## src/mbf_pkg.sv

```systemverilog
// ----------------------------------------------------------------------------
// mbf_pkg: shared types and constants for the Mandelbrot escape-time engine
// Token layout carried around the iteration ring, outcome codes, defaults.
// ----------------------------------------------------------------------------
package mbf_pkg;

    localparam int FRACTION_BITS_DEF = 25;
    localparam int SNAPSHOT_PERIOD   = 20;
    localparam logic [7:0] LIMIT_RESET = 8'd40;

    // register indexes on the config port
    localparam logic [2:0] REG_ORIGIN_RE = 3'd0;
    localparam logic [2:0] REG_ORIGIN_IM = 3'd1;
    localparam logic [2:0] REG_STEP_RE   = 3'd2;
    localparam logic [2:0] REG_STEP_IM   = 3'd3;
    localparam logic [2:0] REG_LIMIT     = 3'd4;

    typedef enum logic [1:0] {
        OUT_ESCAPED = 2'd0,
        OUT_CYCLE   = 2'd1,
        OUT_LIMIT   = 2'd2
    } outcome_t;

    // one pixel context in flight
    typedef struct packed {
        logic        valid;
        logic        init;     // c not yet formed
        logic        iter;     // new z formed, cycle check pending
        logic        done;
        logic [1:0]  seq;
        outcome_t    outcome;
        logic [7:0]  count;
        logic [4:0]  period;
        logic [9:0]  px;
        logic [9:0]  py;
        logic [31:0] zr;
        logic [31:0] zi;
        logic [31:0] cr;
        logic [31:0] ci;
        logic [31:0] sr;
        logic [31:0] si;
        logic [31:0] m0;       // zr^2 or px*step_re
        logic [31:0] m1;       // zi^2 or py*step_im
        logic [31:0] m2;       // zr*zi
    } tok_t;

endpackage

```

## src/mbf_check_stage.sv

```systemverilog
// ----------------------------------------------------------------------------
// mbf_check_stage: cycle detection and snapshot refresh
// Compares new z with the snapshot, advances the iteration index.
// ----------------------------------------------------------------------------
module mbf_check_stage (
    input  logic          clk,
    input  logic          rst_n,
    input  mbf_pkg::tok_t tok_in,
    output mbf_pkg::tok_t tok_reg
);

    mbf_pkg::tok_t tok_next;

    always_comb
    begin
        tok_next = tok_in;
        if (tok_in.valid && tok_in.iter)
        begin
            tok_next.iter = 1'b0;
            if (tok_in.zr == tok_in.sr && tok_in.zi == tok_in.si)
            begin
                tok_next.done    = 1'b1;
                tok_next.outcome = mbf_pkg::OUT_CYCLE;
            end
            else
            begin
                tok_next.count = tok_in.count + 8'd1;
                if (tok_in.period == 5'(mbf_pkg::SNAPSHOT_PERIOD))
                begin
                    tok_next.period = '0;
                    tok_next.sr     = tok_in.zr;
                    tok_next.si     = tok_in.zi;
                end
                else
                    tok_next.period = tok_in.period + 5'd1;
            end
        end
    end

    always_ff @(posedge clk or negedge rst_n)
    begin
        if (!rst_n)
            tok_reg <= '0;
        else
            tok_reg <= tok_next;
    end

endmodule

```

## config.mk

```make
export PLATFORM = sky130hd
export DESIGN_NAME = mbf_check_stage
export DESIGN_NICKNAME = d
export VERILOG_FILES = /design/src/mbf_pkg.sv /design/src/mbf_check_stage.sv
export SDC_FILE = /design/constraint.sdc
export NUM_CORES = 1
export LEC_CHECK = 0
export BUFFER_PORTS_ARGS = -buffer_cell sky130_fd_sc_hd__buf_2
export CAP_MARGIN = 40
export CORE_AREA = 2 2 257 259
export CTS_CLUSTER_DIAMETER = 200
export DETAILED_ROUTE_END_ITERATION = 7
export DIE_AREA = 0 0 259 261
export GPL_TIMING_DRIVEN = 0
export PLACE_DENSITY = 0.46
export SYNTH_ARGS = -nofsm -noshare
export SYNTH_HDL_FRONTEND = slang
export SYNTH_SLANG_ARGS = --single-unit
```

## constraint.sdc

```tcl
create_clock -name clk -period 0.8 [get_ports clk]
set_clock_uncertainty 0.1 [all_clocks]
set_input_delay 0 -clock clk [delete_from_list [all_inputs] [get_ports clk]]
set_output_delay 0 -clock clk [all_outputs]
set_load 0.01 [all_outputs]
```

**Yosys cells after proc, flatten, opt, wreduce, memory -nomap -nowiden**

Cells that the tools add are included.

- Register bits: 329
- Input port bits: 331
- Output and inout port bits: 329
- Word-level logic and storage cells: 35

- Add/sub/neg operators: 2
- Eq/ne operators: 3
- Muxes and demuxes: 9
- Reduce and logical (&&, ||, !) cells: 2

Operator list:

| cell | number |
|---|---|
| $mux 64 | 3 |
| $eq 32x32->1 | 2 |
| $mux 15 | 1 |
| $mux 13 | 1 |
| $add 8x1->8 const B | 1 |
| $add 5x1->5 const B | 1 |
| $eq 5x5->1 const B | 1 |
| $mux 5 | 1 |
| $mux 2 | 2 |
| $logic_and 1x1->1 | 2 |
| $mux 1 | 1 |

**Depth between registers and ports, before layout**

- Depth in word-level cells: 4
- Gate-level depth with buffers: 8
- Gate-level depth less buffers: 8

**Worst setup path after synthesis**

Ideal clock, no wire load.

- Path type: input-to-reg
- Start point: in tok_in[255] (netlist bit)
- End point: reg tok_reg[100] (netlist bit)
- Library setup time: 0.125 ns
- Arrival time: 1.429 ns
- Required time: 0.575 ns
- Setup slack: -0.853 ns
- Cell stages on the path: 7
- Path buffers: 1
- Cell sequence: xnor2_1 -> nand4_1 -> nor4_1 -> nand4_1 -> nand4_4 -> buf_6 -> mux2_2

RTL lines:

| item | line | source |
|---|---|---|
| start: declaration | mbf_check_stage.sv:8 | `input mbf_pkg::tok_t tok_in,` |
| end signal: assignment | mbf_check_stage.sv:45 | `tok_reg <= tok_next;` |
| end: declaration | mbf_check_stage.sv:9 | `output mbf_pkg::tok_t tok_reg` |

==> flow_summary.ini <==
[sta]
hold_viol_final = 274
post-route-period-util_pct = 243
tightest_slew_ps = 592
rsz0062_at_grt = yes
fmax_ghz = 0.515
setup_viol = 409
relSlewSlack_pct = 60.6
fin_crit_ps = 1940
whs_ps = -728
setup_ws_ps = -1140
fin_tns_setup_ps = -202900
slew_viol_final = 0

[grt]
grt_pass1_vias = 10229
grt_max_degree = 99
grt_usage_pct = 13.9
grt_overflow = 0
grt_pass1_wl_um = 68000
antenna_found_initial = 6

[setup_path]
cp_cell_sequence = buf_8 > xnor2_4 > nand4_1 > nor4_4 > nand4_1 > buf_6 > nand4_4 > buf_16 > clkbuf_16 > mux2_4
cpPeakStageDelay_ps = 410
required_ps = 1140
path_class = input port to flip-flop
worst-path-buf-inv = 4
crit_cells = 10
cp.arrival_ps = 2280
startpoint = tok_in[140]
crit_path_end_kind = flip-flop
path_delay_family = simple AND/OR/NAND/NOR gates
crit_top_cell = nand4_1
crit_path_end = tok_reg[150]
slowest_stage = nor4_4
start_kind = input port
cp_max_fo = 7

[synthesis]
synth_top_cell_by_area = dfrtp_1
yosys.area_share.simple_pct = 3.14
syn_inst = 542
synth_area_mm2 = 0.0101
ys_warn_count = 0
synthTopCellsByArea = dfrtp_1, mux2_2, xnor2_1
muxShareOfSynthArea_pct = 7.56
ys_seq_elements = 329
synth_fa_ha_area_share_pct = 0.372
synth_edf_count = 0
avgSynthCellArea_um2 = 18.6
seq_area_frac_synth_pct = 81.6
yosysTopAreaCellShare_pct = 81.6
synth_xor_area_share_pct = 6.16
synth_compound_area_share_pct = 0.322
syn_nets = 876
async_flop_share_pct = 100
synth_top_family_by_area = multiplexers
synth_ff_type = dfrtp_1
ys_types = 27

[floorplanning]
dieArea_mm2 = 0.0676
rows = 94
ios = 660
core_area_mm2 = 0.0650
fp.dieW_um = 259
fp.dieH_um = 261
initial_core_util_pct = 15.5

[drt]
antenna_left = 0
routed_wl_um = 49600
wl_per_cell_um = 19.9
vias = 8841
dr.pass1.iters = 4
dr_wl_met2_um = 25400
via_per_inst = 3.54
wl_met3_um = 3780
initialDrtViolationCount = 301
dr.max_layer_used = met5
drt-met1-wl_um = 17900
drc = 0

[cts]
clk_path_buf_depth = 3
cts_buffers = 41
root_buffer = clkbuf_16
tritoncts = done
cts_max_level = 2
clk_pin_slew_ps = 60
clock_sinks = 329

[place]
hpwl_um = 34700
io_buffers = 659
dp_cells = 2068
routabilityCongestion = 0.796

[cells_and_area]
finalNonFillerCells = 2494
area_growth_pct = 111
final_layout_size_suffix_gt1_share_pct = 52.1
fin_util_pct = 32.8
largest_reg_flops = 329
fin_nets = 1931

[power_and_ir_drop]
pwr_density_cell_mw_per_mm2 = 2030
irDropWorstVdd_uv = 1470
p_leak_nw = 10.1
power_w = 0.0432

[min_path]
hp-class = input port to asynchronous set/reset pin

[outcome]
status = finished with violations
violations = negative hold slack, negative setup slack

[flow_run]
drv_cap = 0
[repair_timing]
item                                   4_1_cts  5_1_grt
setup buffers                               15        2
hold buffers                               376        1
endpoints found under the hold margin      549      366
pin swaps                                   11       10
resized for setup                          271       88
setup endpoints to repair                  446      456
gates cloned                                 4        3
[report_power, final]
group / switching [W] / internal, W
clock network: 0.00759 / 0.0118
registers: 0.000358 / 0.0175
logic: 0.00258 / 0.00344
total: 0.0105 / 0.0327
[cell usage in the layout, fill, tap and decap left out, types with 8 or more instances in the layout]
cell / instances
buf_16: 8
buf_2: 474
buf_6: 188
clkbuf_1: 10
clkbuf_16: 46
dfrtp_1: 329
dlygate4sd3_1: 332
mux2_2: 22
mux2_4: 40
nand4_1: 19
xnor2_1: 49
xnor2_2: 18
[cells by family after synthesis]
kind of cell             Yosys count
AND/OR/NAND/NOR                   55
multiplexers                      68
XOR/XNOR                          71
buffers and inverters             11
flip-flops                       329
adder cells (fa/ha/maj)            3
AO/OA/AOI/OAI                      5
[final cells by class]
class | instances | area [µm²]
tap | 864 | 1080
clock inverter | 18 | 265
clock buffer | 56 | 1140
fill | 6430 | 43700
antenna | 2 | 5.00
timing repair buffer | 1014 | 8210
multi-input combinational | 202 | 2210
inverter | 3 | 11.3
buffer | 6 | 140
sequential | 329 | 8230
[stage by stage]
step           area [µm²]  setup slack, ps
2_1_floorplan       10200             -809
3_3_place_gp        14600            -6690
3_5_place_dp        14700            -2780
4_1_cts             21300            -1290
5_1_grt             21300            -1310
6_report            21300            -1140
[cells in the mapped netlist, types with 3 or more instances]
| master | instances |
|---|---|
| ha_1 | 3 |
| nor3_1 | 3 |
| dfrtp_1 | 329 |
| buf_6 | 6 |
| mux2_1 | 8 |
| nor4_1 | 5 |
| nor2b_1 | 3 |
| a21oi_1 | 3 |
| nor2_1 | 4 |
| xnor2_1 | 70 |
| nand4_1 | 19 |
| inv_1 | 3 |
| nand3_1 | 3 |
| nand2_1 | 11 |
| mux2_2 | 58 |
[how the worst min path moves through the flow]
stage	start	to	slack [ps]
5_1_grt	rst_n	tok_reg[178]	-730
3_5_place_dp	rst_n	tok_reg[178]	-140
3_3_place_gp	tok_in[88]	tok_reg[88]	9
2_1_floorplan	rst_n	tok_reg[0]	-400
6_report	rst_n	tok_reg[178]	-730
4_1_cts	rst_n	tok_reg[178]	-760
[metal layers]
layer,up-vias,GRT usage [%]
li1,3929,-
met1,4367,14.7
met2,440,24.8
met3,99,4.56
met4,6,7.24
met5,-,0
(Power assumes the default switching activity.)
