$ cat src/mbf_pkg.sv
// ----------------------------------------------------------------------------
// mbf_pkg: shared types and constants for the Mandelbrot escape-time engine
// Token layout carried around the iteration ring, outcome codes, defaults.
// ----------------------------------------------------------------------------
package mbf_pkg;

    localparam int FRACTION_BITS_DEF = 25;
    localparam int SNAPSHOT_PERIOD   = 20;
    localparam logic [7:0] LIMIT_RESET = 8'd40;

    // register indexes on the config port
    localparam logic [2:0] REG_ORIGIN_RE = 3'd0;
    localparam logic [2:0] REG_ORIGIN_IM = 3'd1;
    localparam logic [2:0] REG_STEP_RE   = 3'd2;
    localparam logic [2:0] REG_STEP_IM   = 3'd3;
    localparam logic [2:0] REG_LIMIT     = 3'd4;

    typedef enum logic [1:0] {
        OUT_ESCAPED = 2'd0,
        OUT_CYCLE   = 2'd1,
        OUT_LIMIT   = 2'd2
    } outcome_t;

    // one pixel context in flight
    typedef struct packed {
        logic        valid;
        logic        init;     // c not yet formed
        logic        iter;     // new z formed, cycle check pending
        logic        done;
        logic [1:0]  seq;
        outcome_t    outcome;
        logic [7:0]  count;
        logic [4:0]  period;
        logic [9:0]  px;
        logic [9:0]  py;
        logic [31:0] zr;
        logic [31:0] zi;
        logic [31:0] cr;
        logic [31:0] ci;
        logic [31:0] sr;
        logic [31:0] si;
        logic [31:0] m0;       // zr^2 or px*step_re
        logic [31:0] m1;       // zi^2 or py*step_im
        logic [31:0] m2;       // zr*zi
    } tok_t;

endpackage

$ cat src/mbf_update_stage.sv
// ----------------------------------------------------------------------------
// mbf_update_stage: escape test and z update
// Forms c on the setup pass; otherwise tests limit and |z|^2, then z^2 + c.
// ----------------------------------------------------------------------------
module mbf_update_stage #(
    parameter int FRACTION_BITS = mbf_pkg::FRACTION_BITS_DEF
) (
    input  logic          clk,
    input  logic          rst_n,
    input  logic [31:0]   origin_re,
    input  logic [31:0]   origin_im,
    input  logic [7:0]    limit,
    input  mbf_pkg::tok_t tok_in,
    output mbf_pkg::tok_t tok_reg
);

    localparam logic [31:0] ESCAPE_BOUND = 32'(4) << FRACTION_BITS;

    mbf_pkg::tok_t tok_next;
    logic [31:0]   cr_new;
    logic [31:0]   ci_new;
    logic [31:0]   mag;

    always_comb
    begin
        cr_new   = origin_re + tok_in.m0;
        ci_new   = origin_im + tok_in.m1;
        mag      = tok_in.m0 + tok_in.m1;
        tok_next = tok_in;
        if (tok_in.valid && !tok_in.done)
        begin
            if (tok_in.init)
            begin
                tok_next.init   = 1'b0;
                tok_next.cr     = cr_new;
                tok_next.ci     = ci_new;
                tok_next.zr     = cr_new;
                tok_next.zi     = ci_new;
                tok_next.sr     = cr_new;
                tok_next.si     = ci_new;
                tok_next.count  = '0;
                tok_next.period = '0;
            end
            else if (tok_in.count >= limit)
            begin
                tok_next.done    = 1'b1;
                tok_next.outcome = mbf_pkg::OUT_LIMIT;
                tok_next.count   = limit;
            end
            else if ($signed(mag) >= $signed(ESCAPE_BOUND))
            begin
                tok_next.done    = 1'b1;
                tok_next.outcome = mbf_pkg::OUT_ESCAPED;
            end
            else
            begin
                tok_next.zr   = tok_in.m0 - tok_in.m1 + tok_in.cr;
                tok_next.zi   = {tok_in.m2[30:0], 1'b0} + tok_in.ci;
                tok_next.iter = 1'b1;
            end
        end
    end

    always_ff @(posedge clk or negedge rst_n)
    begin
        if (!rst_n)
            tok_reg <= '0;
        else
            tok_reg <= tok_next;
    end

endmodule

$ cat config.mk
export PLATFORM = sky130hd
export DESIGN_NAME = mbf_update_stage
export DESIGN_NICKNAME = d
export VERILOG_FILES = /design/src/mbf_pkg.sv /design/src/mbf_update_stage.sv
export SDC_FILE = /design/constraint.sdc
export NUM_CORES = 1
export LEC_CHECK = 0
export BUFFER_PORTS_ARGS = -buffer_cell sky130_fd_sc_hd__buf_2
export CORE_AREA = 2 2 281 283
export CTS_CLUSTER_DIAMETER = 50
export CTS_CLUSTER_SIZE = 14
export DETAILED_ROUTE_END_ITERATION = 16
export DIE_AREA = 0 0 283 285
export PLACE_DENSITY = 0.53
export SETUP_SLACK_MARGIN = 0.5
export SKIP_LAST_GASP = 1
export SLEW_MARGIN = 20
export SYNTH_ARGS = -nofsm -noshare
export SYNTH_HDL_FRONTEND = slang
export SYNTH_SLANG_ARGS = --single-unit
$ cat constraint.sdc
create_clock -name clk -period 0.8 [get_ports clk]
set_clock_uncertainty 0.1 [all_clocks]
set_input_delay 0.08 -clock clk [delete_from_list [all_inputs] [get_ports clk]]
set_output_delay 0.08 -clock clk [all_outputs]
set_load 0.01 [all_outputs]
# [Yosys cells after proc, flatten, opt, wreduce, memory -nomap -nowiden]
# Index checks and enable logic that the tools add are counted.
[word_totals] out_inout_bits=329 regBits=329 elab_cells=47 in_bits=403
[op_classes] muxes=18 n_reduce_logical=2 add_sub_neg=6 magnitude_cmp=2
[ops] op="$mux W192" count=1
[ops] op="$mux W64" count=3
[ops] op="$add A32 B32 Y32" count=5
[ops] op="$mux W128" count=1
[ops] op="$ge A32 B29 Y1 const B" count=1
[ops] op="$sub A32 B32 Y32" count=1
[ops] op="$mux W8" count=2
[ops] op="$mux W15" count=1
[ops] op="$ge A8 B8 Y1" count=1
[ops] op="$mux W2" count=4
[ops] op="$mux W5" count=1
[ops] op="$mux W1" count=4
[ops] op="$mux W3" count=1
[ops] op="$logic_and A1 B1 Y1" count=1
[ops] op="$logic_not A1 Y1" count=1

# [Logic depth before layout (Yosys ltp)]
# Gate-level depths: netlist of the first run.
[depth] word_depth=6 mapped_depth=17 ltp_nobuf=17

# [Worst setup path after synthesis of the first run]
# No wires, ideal clock.
[synth_timing] kind="in2reg" from="input port tok_in[65] (netlist name)" to="register tok_reg[285] (netlist name)" arrival_time_ns=2.973 t_required_ns=0.558 setup_time_ns=0.142 cell_stages=15 path_buffers=0 setup_slack_ns=-2.415 path_cell_list="inv_1 -> fa_1 -> inv_1 -> ha_1 -> a21o_1 -> a21oi_1 -> nor2b_1 -> o31ai_1 -> o21ai_0 -> o21ai_0 -> o31ai_1 -> a31oi_1 -> o21ai_0 -> xnor2_1 -> o221ai_1"
[synth_rtl] item="start, declared" line="mbf_update_stage.sv:13" text="input mbf_pkg::tok_t tok_in,"
[synth_rtl] item="end signal, assigned" line="mbf_update_stage.sv:69" text="tok_reg <= tok_next;"
[synth_rtl] item="end, declared" line="mbf_update_stage.sv:14" text="output mbf_pkg::tok_t tok_reg"

==> results.sh, run 1 <==
export IMPL_ys_warn_count=0
export IMPL_startpoint_type="input port"
export IMPL_cp_max_fo=4
export IMPL_outcome="finished with violations"
export IMPL_syn_nets=2596
export IMPL_fin_crit_sh_pct=368
export IMPL_dp_final_hpwl_mm=72.7
export IMPL_port_buffers=731
export IMPL_worstMarginPinSlew_ps=560
export IMPL_powerDensity_nw_per_um2=1840
export IMPL_dp_slack_ps=-3520
export IMPL_critPathMaxStageDelay_ps=410
export IMPL_cts_buffers=48
export IMPL_clk_pin_slew_worst_paths_ps=60
export IMPL_stdcell_count=4439
export IMPL_dieArea_um2=80700
export IMPL_wl_per_cell_um=20.3
export IMPL_synth_avg_cell_area_um2=9.77
export IMPL_ant_nets=0
export IMPL_cp_cell_sequence="buf_12 > inv_4 > ha_4 > nand2b_4 > a221o_1 > a2111oi_4 > buf_4 > o21ai_2 > and4_4 > xnor2_2 > a211oi_2 > a31o_4 > buf_6 > and2_4 > o21ai_4 > buf_12 > buf_16 > a221o_1"
export IMPL_critical_path_required_ps=1150
export IMPL_num_vias=20000
export IMPL_dr_pass1_iters=5
export IMPL_io_pins=732
export IMPL_cp_slowest_cell="a2111oi_4"
export IMPL_antenna_found_initial=13
export IMPL_rsz0062_at_grt="true"
export IMPL_grt_pass1_vias=20700
export IMPL_area_growth_pct=77.8
export IMPL_wirelength_mm=89.9
export IMPL_max_freq_ghz=0.340
export IMPL_ir_worst_vdd_mv=1.45
export IMPL_cp_end_kind="flip-flop"
export IMPL_crit_type="input port to flip-flop"
export IMPL_cts_max_level=2
export IMPL_synth_edf_count=0
export IMPL_finalSetupViolCount=537
export IMPL_hold_viol=658
export IMPL_ys_ff_latch=329
export IMPL_place_inst=4275
export IMPL_fillers=7550
export IMPL_multi_input_area_um2=12100
export IMPL_cts_tree="done"
export IMPL_worst_slack_ps=-2140
export IMPL_ys_seq_area_share_pct=42.9
export IMPL_nNetsFinal=3978
export IMPL_cts_root_buffer="clkbuf_16"
export IMPL_rows=103
export IMPL_grt_pass1_wl_mm=130
export IMPL_grt_max_degree=37
export IMPL_die_height_um=285
export IMPL_failed_checks="hold timing, setup timing"
export IMPL_worstPathArrival_ps=3290
export IMPL_core_area_um2=78000
export IMPL_syn_cell_area_um2=19200
export IMPL_drc=0
export IMPL_layout_drive_gt1_share_pct=52.8
export IMPL_maxCapViolCount=0
export IMPL_cts_sinks=329
export IMPL_grt_usage_pct=21.3
export IMPL_max_slew_margin_pct=62.3
export IMPL_synth_cell_types=69
export IMPL_holdWs_ps=-678
export IMPL_overflow=0
export IMPL_ys_flop_type="dfrtp_1"
export IMPL_slew_viol_final=0
export IMPL_ctsLongestPathBuffers=3
export IMPL_min_path_type="input port to async pin"
export IMPL_leakage_nw=17.6
export IMPL_synthCells=1965
export IMPL_fin_crit_ps=2940
export IMPL_drtIter0Drc=826
export IMPL_initial_core_util_pct=24.6
export IMPL_viasPerCell=4.50
export IMPL_largest_register_ffs=329
export IMPL_place_congestion=0.896
export IMPL_die_width_um=283
export IMPL_synthArstFlopShare_pct=100
export IMPL_seqCellArea_um2=8230
-- cells in the mapped netlist, types with 22 or more instances --
master / n / area (µm²)
xor2_1: 36 / 315
nand3_1: 22 / 110
nand2_1: 235 / 882
nand2b_1: 38 / 238
a21o_1: 109 / 818
o21ai_0: 142 / 711
a21oi_1: 108 / 541
nor2b_1: 26 / 163
nor2_1: 80 / 300
fa_1: 35 / 701
inv_1: 224 / 841
xnor2_1: 77 / 674
clkbuf_1: 30 / 113
a221o_1: 22 / 220
ha_1: 193 / 2410
dfrtp_1: 329 / 8230
-- cells by family after synthesis --
family,after synthesis,synth area share [%]
compound gates,549,18.9
simple gates,479,11.4
mux,1,0.0521
flops,329,42.9
fa+ha+maj,228,16.2
buf+inv,266,5.34
xor+xnor,113,5.15
-- worst max-delay path: cells and delay by family --
family	cells	cell delay [ps]
compound gates	7	1650
xor+xnor	1	140
fa+ha+maj	1	180
buf+inv	6	730
simple gates	3	480
-- cell type report --
class                   count  share of cell area (%)
repair buffers           1374                    29.3
multi-input cells        1370                    35.3
clock inverters            31                    1.10
inverters                 224                    2.51
clock buffers              55                    3.75
well taps                1050                    3.85
diodes                      6                  0.0440
flip-flops and latches    329                    24.1
-- cells in the final DEF (no fill, tap or decap), drive strengths merged, types with 77 or more instances in the layout --
master	n
buf	1371
dfrtp	329
nand2	235
inv	234
ha	193
o21ai	145
a21o	109
a21oi	109
nor2	81
xnor2	77
-- repair_timing --
action	in CTS	in global routing
gates resized for setup	233	348
setup buffers	34	32
endpoints found under the setup margin	538	538
gates cloned	4	2
endpoints found under the hold margin	658	658
pin swaps	132	137
-- power by group --
part / total, mW / internal [mW] / switching [mW]
clock network: 22.0 / 13.3 / 8.71
registers: 18.5 / 18.0 / 0.498
logic: 22.4 / 11.3 / 11.1
-- worst paths after layout --
path,slack (ps),to,from
max,-2140,tok_reg[259],tok_in[33]
min in group clk,-490,tok_reg[304],tok_in[304]
max in group asynchronous,800,tok_reg[77],rst_n
min,-680,tok_reg[276],rst_n
-- metrics by stage --
step                power (mW)  cell area (µm²)  util, %  TNS, ps  hold WS [ps]
global placement          37.3            29100     37.4  -457810         -83.5
detailed placement        37.3            29100     37.4  -461280         -82.4
floorplan                 27.5            19900        -  -277940          -316
CTS                       61.2            32300     41.4  -436630          -715
global route              65.9            34100     43.8  -456310          -705
finish                    62.9            34100     43.8  -425070          -678
-- metal layers --
layer / up-vias / wire length [µm] / global-route usage [%]
li1: 9530 / - / -
met1: 9753 / 37500 / 26.4
met2: 569 / 45800 / 38.3
met3: 114 / 4300 / 3.42
met4: 8 / 2180 / 5.32
met5: - / 57 / 0
No activity file was read; power rests on OpenSTA's default activity.
==> run 2, diff against run 1 <==
--- a/config.mk
+++ b/config.mk
@@ -6,12 +6,14 @@
 export NUM_CORES = 1
 export LEC_CHECK = 0
 export BUFFER_PORTS_ARGS = -buffer_cell sky130_fd_sc_hd__buf_2
+export CELL_PAD_IN_SITES_DETAIL_PLACEMENT = 0
+export CELL_PAD_IN_SITES_GLOBAL_PLACEMENT = 1
 export CORE_AREA = 2 2 281 283
 export CTS_CLUSTER_DIAMETER = 50
 export CTS_CLUSTER_SIZE = 14
 export DETAILED_ROUTE_END_ITERATION = 16
 export DIE_AREA = 0 0 283 285
-export PLACE_DENSITY = 0.53
+export PLACE_DENSITY = 0.61
 export SETUP_SLACK_MARGIN = 0.5
 export SKIP_LAST_GASP = 1
 export SLEW_MARGIN = 20
==> run 2 against run 1 <==
Net effect:
- the flow still finishes with violations (hold timing, setup timing)
- design area grew 1.9%
- wire length up 5.7%
- clock power grew 9.5%
- fmax is 2.7% higher
- flip-flop and latch count did not move
- highest routed layer unchanged
==> results.sh, run 2 (synthesized netlist as in run 1, its figures left out) <==
export IMPL_outcome="finished with violations"
export IMPL_failed_checks="hold timing, setup timing"
export IMPL_critPathMaxStageDelay_ps=380
export IMPL_nNetsFinal=4035
export IMPL_cp_max_fo=6
export IMPL_cp_slowest_cell="fa_2"
export IMPL_max_slew_margin_pct=62.7
export IMPL_die_width_um=283
export IMPL_final_setup_tns_ps=-441630
export IMPL_fin_crit_sh_pct=358
export IMPL_wl_per_cell_um=21.0
export IMPL_crit_type="input port to flip-flop"
export IMPL_worstMarginPinSlew_ps=551
export IMPL_p_sw_mw=21.9
export IMPL_startpoint_type="input port"
export IMPL_ctsHoldBuffers=23
export IMPL_drtIter0Drc=1056
export IMPL_ir_worst_vdd_mv=1.71
export IMPL_ant_nets=0
export IMPL_cp_end_kind="flip-flop"
export IMPL_grt_max_degree=61
export IMPL_cts_buffers=56
export IMPL_place_inst=4294
export IMPL_path_buf_inv=3
export IMPL_area_growth_pct=81.1
export IMPL_finalSetupViolCount=537
export IMPL_drc=0
export IMPL_rsz0062_at_grt="true"
export IMPL_worstPathArrival_ps=3250
export IMPL_wirelength_mm=95.0
export IMPL_dp_final_hpwl_mm=77.6
export IMPL_cpMostUsedCell="a221o_1"
export IMPL_swShare_pct=33.6
export IMPL_crit_family="compound AO/OA/AOI/OAI gates"
export IMPL_final_cell_mix="buf_2 (610), buf_4 (561), dfrtp_1 (329)"
export IMPL_largest_register_ffs=329
export IMPL_cp_cell_sequence="buf_8 > ha_4 > fa_2 > nand2b_4 > a221o_1 > a211o_1 > a211oi_2 > a2111o_1 > a221o_1 > a211oi_2 > a31o_4 > and2_4 > o21ai_4 > buf_12 > clkbuf_16 > a221o_1"
export IMPL_clk_pin_slew_worst_paths_ps=60
export IMPL_utilization_pct=44.6
export IMPL_maxCapViolCount=0
export IMPL_overflow=0
export IMPL_worst_slack_ps=-2070
export IMPL_pwr_share_comb_pct=34.7
export IMPL_leakage_nw=18.0
export IMPL_cts_max_level=2
export IMPL_core_area_um2=78000
export IMPL_critical_path_required_ps=1190
export IMPL_port_buffers=731
export IMPL_holdWs_ps=-607
export IMPL_dieArea_um2=80700
export IMPL_viasPerCell=4.55
export IMPL_num_vias=20600
export IMPL_placed_area_um2=29300
export IMPL_stdcell_count=4519
export IMPL_cts_root_buffer="clkbuf_16"
export IMPL_ctsLongestPathBuffers=3
export IMPL_grt_usage_pct=22.2
export IMPL_layout_drive_gt1_share_pct=53.0
export IMPL_cts_tree="done"
export IMPL_initial_core_util_pct=24.6
export IMPL_grt_pass1_vias=21900
export IMPL_p_seq_share_pct=28.4
export IMPL_cts_sinks=329
export IMPL_design_area_um2=34800
export IMPL_final_common_cell="buf_2"
export IMPL_fin_crit_ps=2870
export IMPL_min_path_type="input port to async pin"
export IMPL_dr_pass1_iters=6
export IMPL_die_height_um=285
export IMPL_grt_pass1_wl_mm=136
export IMPL_hold_viol=635
export IMPL_total_power_mw=65.2
export IMPL_place_congestion=0.912
export IMPL_slew_viol_final=0
export IMPL_max_freq_ghz=0.349
export IMPL_powerDensity_nw_per_um2=1870
export IMPL_clock_power_share_pct=37.0
export IMPL_antenna_found_initial=24
export IMPL_io_pins=732
export IMPL_rows=103
export IMPL_p_int_mw=43.3
[run 2: cell count changes in the layout (fill, tap and decap cells not counted), moves of 7 or more]
cell and delta:
ha_1 +7, buf_4 +26, buf_6 +8, dlygate4sd3_1 +23
nand2_2 +16, nand2_1 -16, diode_2 +13, clkbuf_16 +11
inv_1 +7
[run 2: power groups by stage]
stage	sequential, mW	clock (mW)	combinational, mW
finish	18.5	24.1	22.6
floorplan	19.3	0	8.11
detailed placement	18.7	0	19.0
global placement	18.7	0	18.8
CTS	18.4	24.6	20.3
global route	18.6	25.3	24.4
[run 2: how the worst max path moves through the flow]
| stage | endpoint | startpoint | cells past startpoint | slack [ps] |
|---|---|---|---|---|
| after CTS | tok_reg[255] | tok_in[33] | 16 | -2020 |
| after global routing | tok_reg[265] | tok_in[33] | 16 | -2140 |
| final | tok_reg[278] | tok_in[32] | 16 | -2070 |
| after detailed placement | tok_reg[255] | tok_in[33] | 16 | -3390 |
| after floorplan | tok_reg[234] | tok_in[32] | 15 | -2140 |
| after global placement | tok_reg[261] | tok_in[33] | 17 | -3460 |
[run 2: through the flow]
stage                     setup slack (ps)  hold WS [ps]
after floorplan                      -2140          -316
after global placement               -3460          33.5
after detailed placement             -3390          29.0
after CTS                            -2020          -630
after global routing                 -2140          -619
final                                -2070          -607
[run 2: cell type report]
class / instances / area (µm²)
Clock inverter: 42 / 430
Fill cell: 7548 / 43200
Timing Repair Buffer: 1423 / 10400
Inverter: 224 / 851
Sequential cell: 329 / 8230
Antenna cell: 19 / 47.5
Clock buffer: 62 / 1470
Multi-Input combinational cell: 1370 / 12000
Tap cell: 1050 / 1310
[run 2: timing repair]
item	4_1_cts	5_1_grt
pin swaps	88	162
setup buffers	26	46
gates cloned	1	6
endpoints found under the setup margin	539	550
resized for setup	188	412
hold endpoints to repair	658	651
[run 2: routing by layer]
| layer | wire length (µm) | part of all wire [%] | GRT usage, % | vias to the layer above |
|---|---|---|---|---|
| met1 | 39200 | 41 | 26.9 | 10200 |
| met3 | 4320 | 4.5 | 3.68 | 162 |
| met4 | 3230 | 3.4 | 7.31 | 6 |
| met2 | 48200 | 51 | 39.9 | 564 |
| met5 | 34 | 0.036 | 0 | - |
| li1 | - | - | - | 9673 |
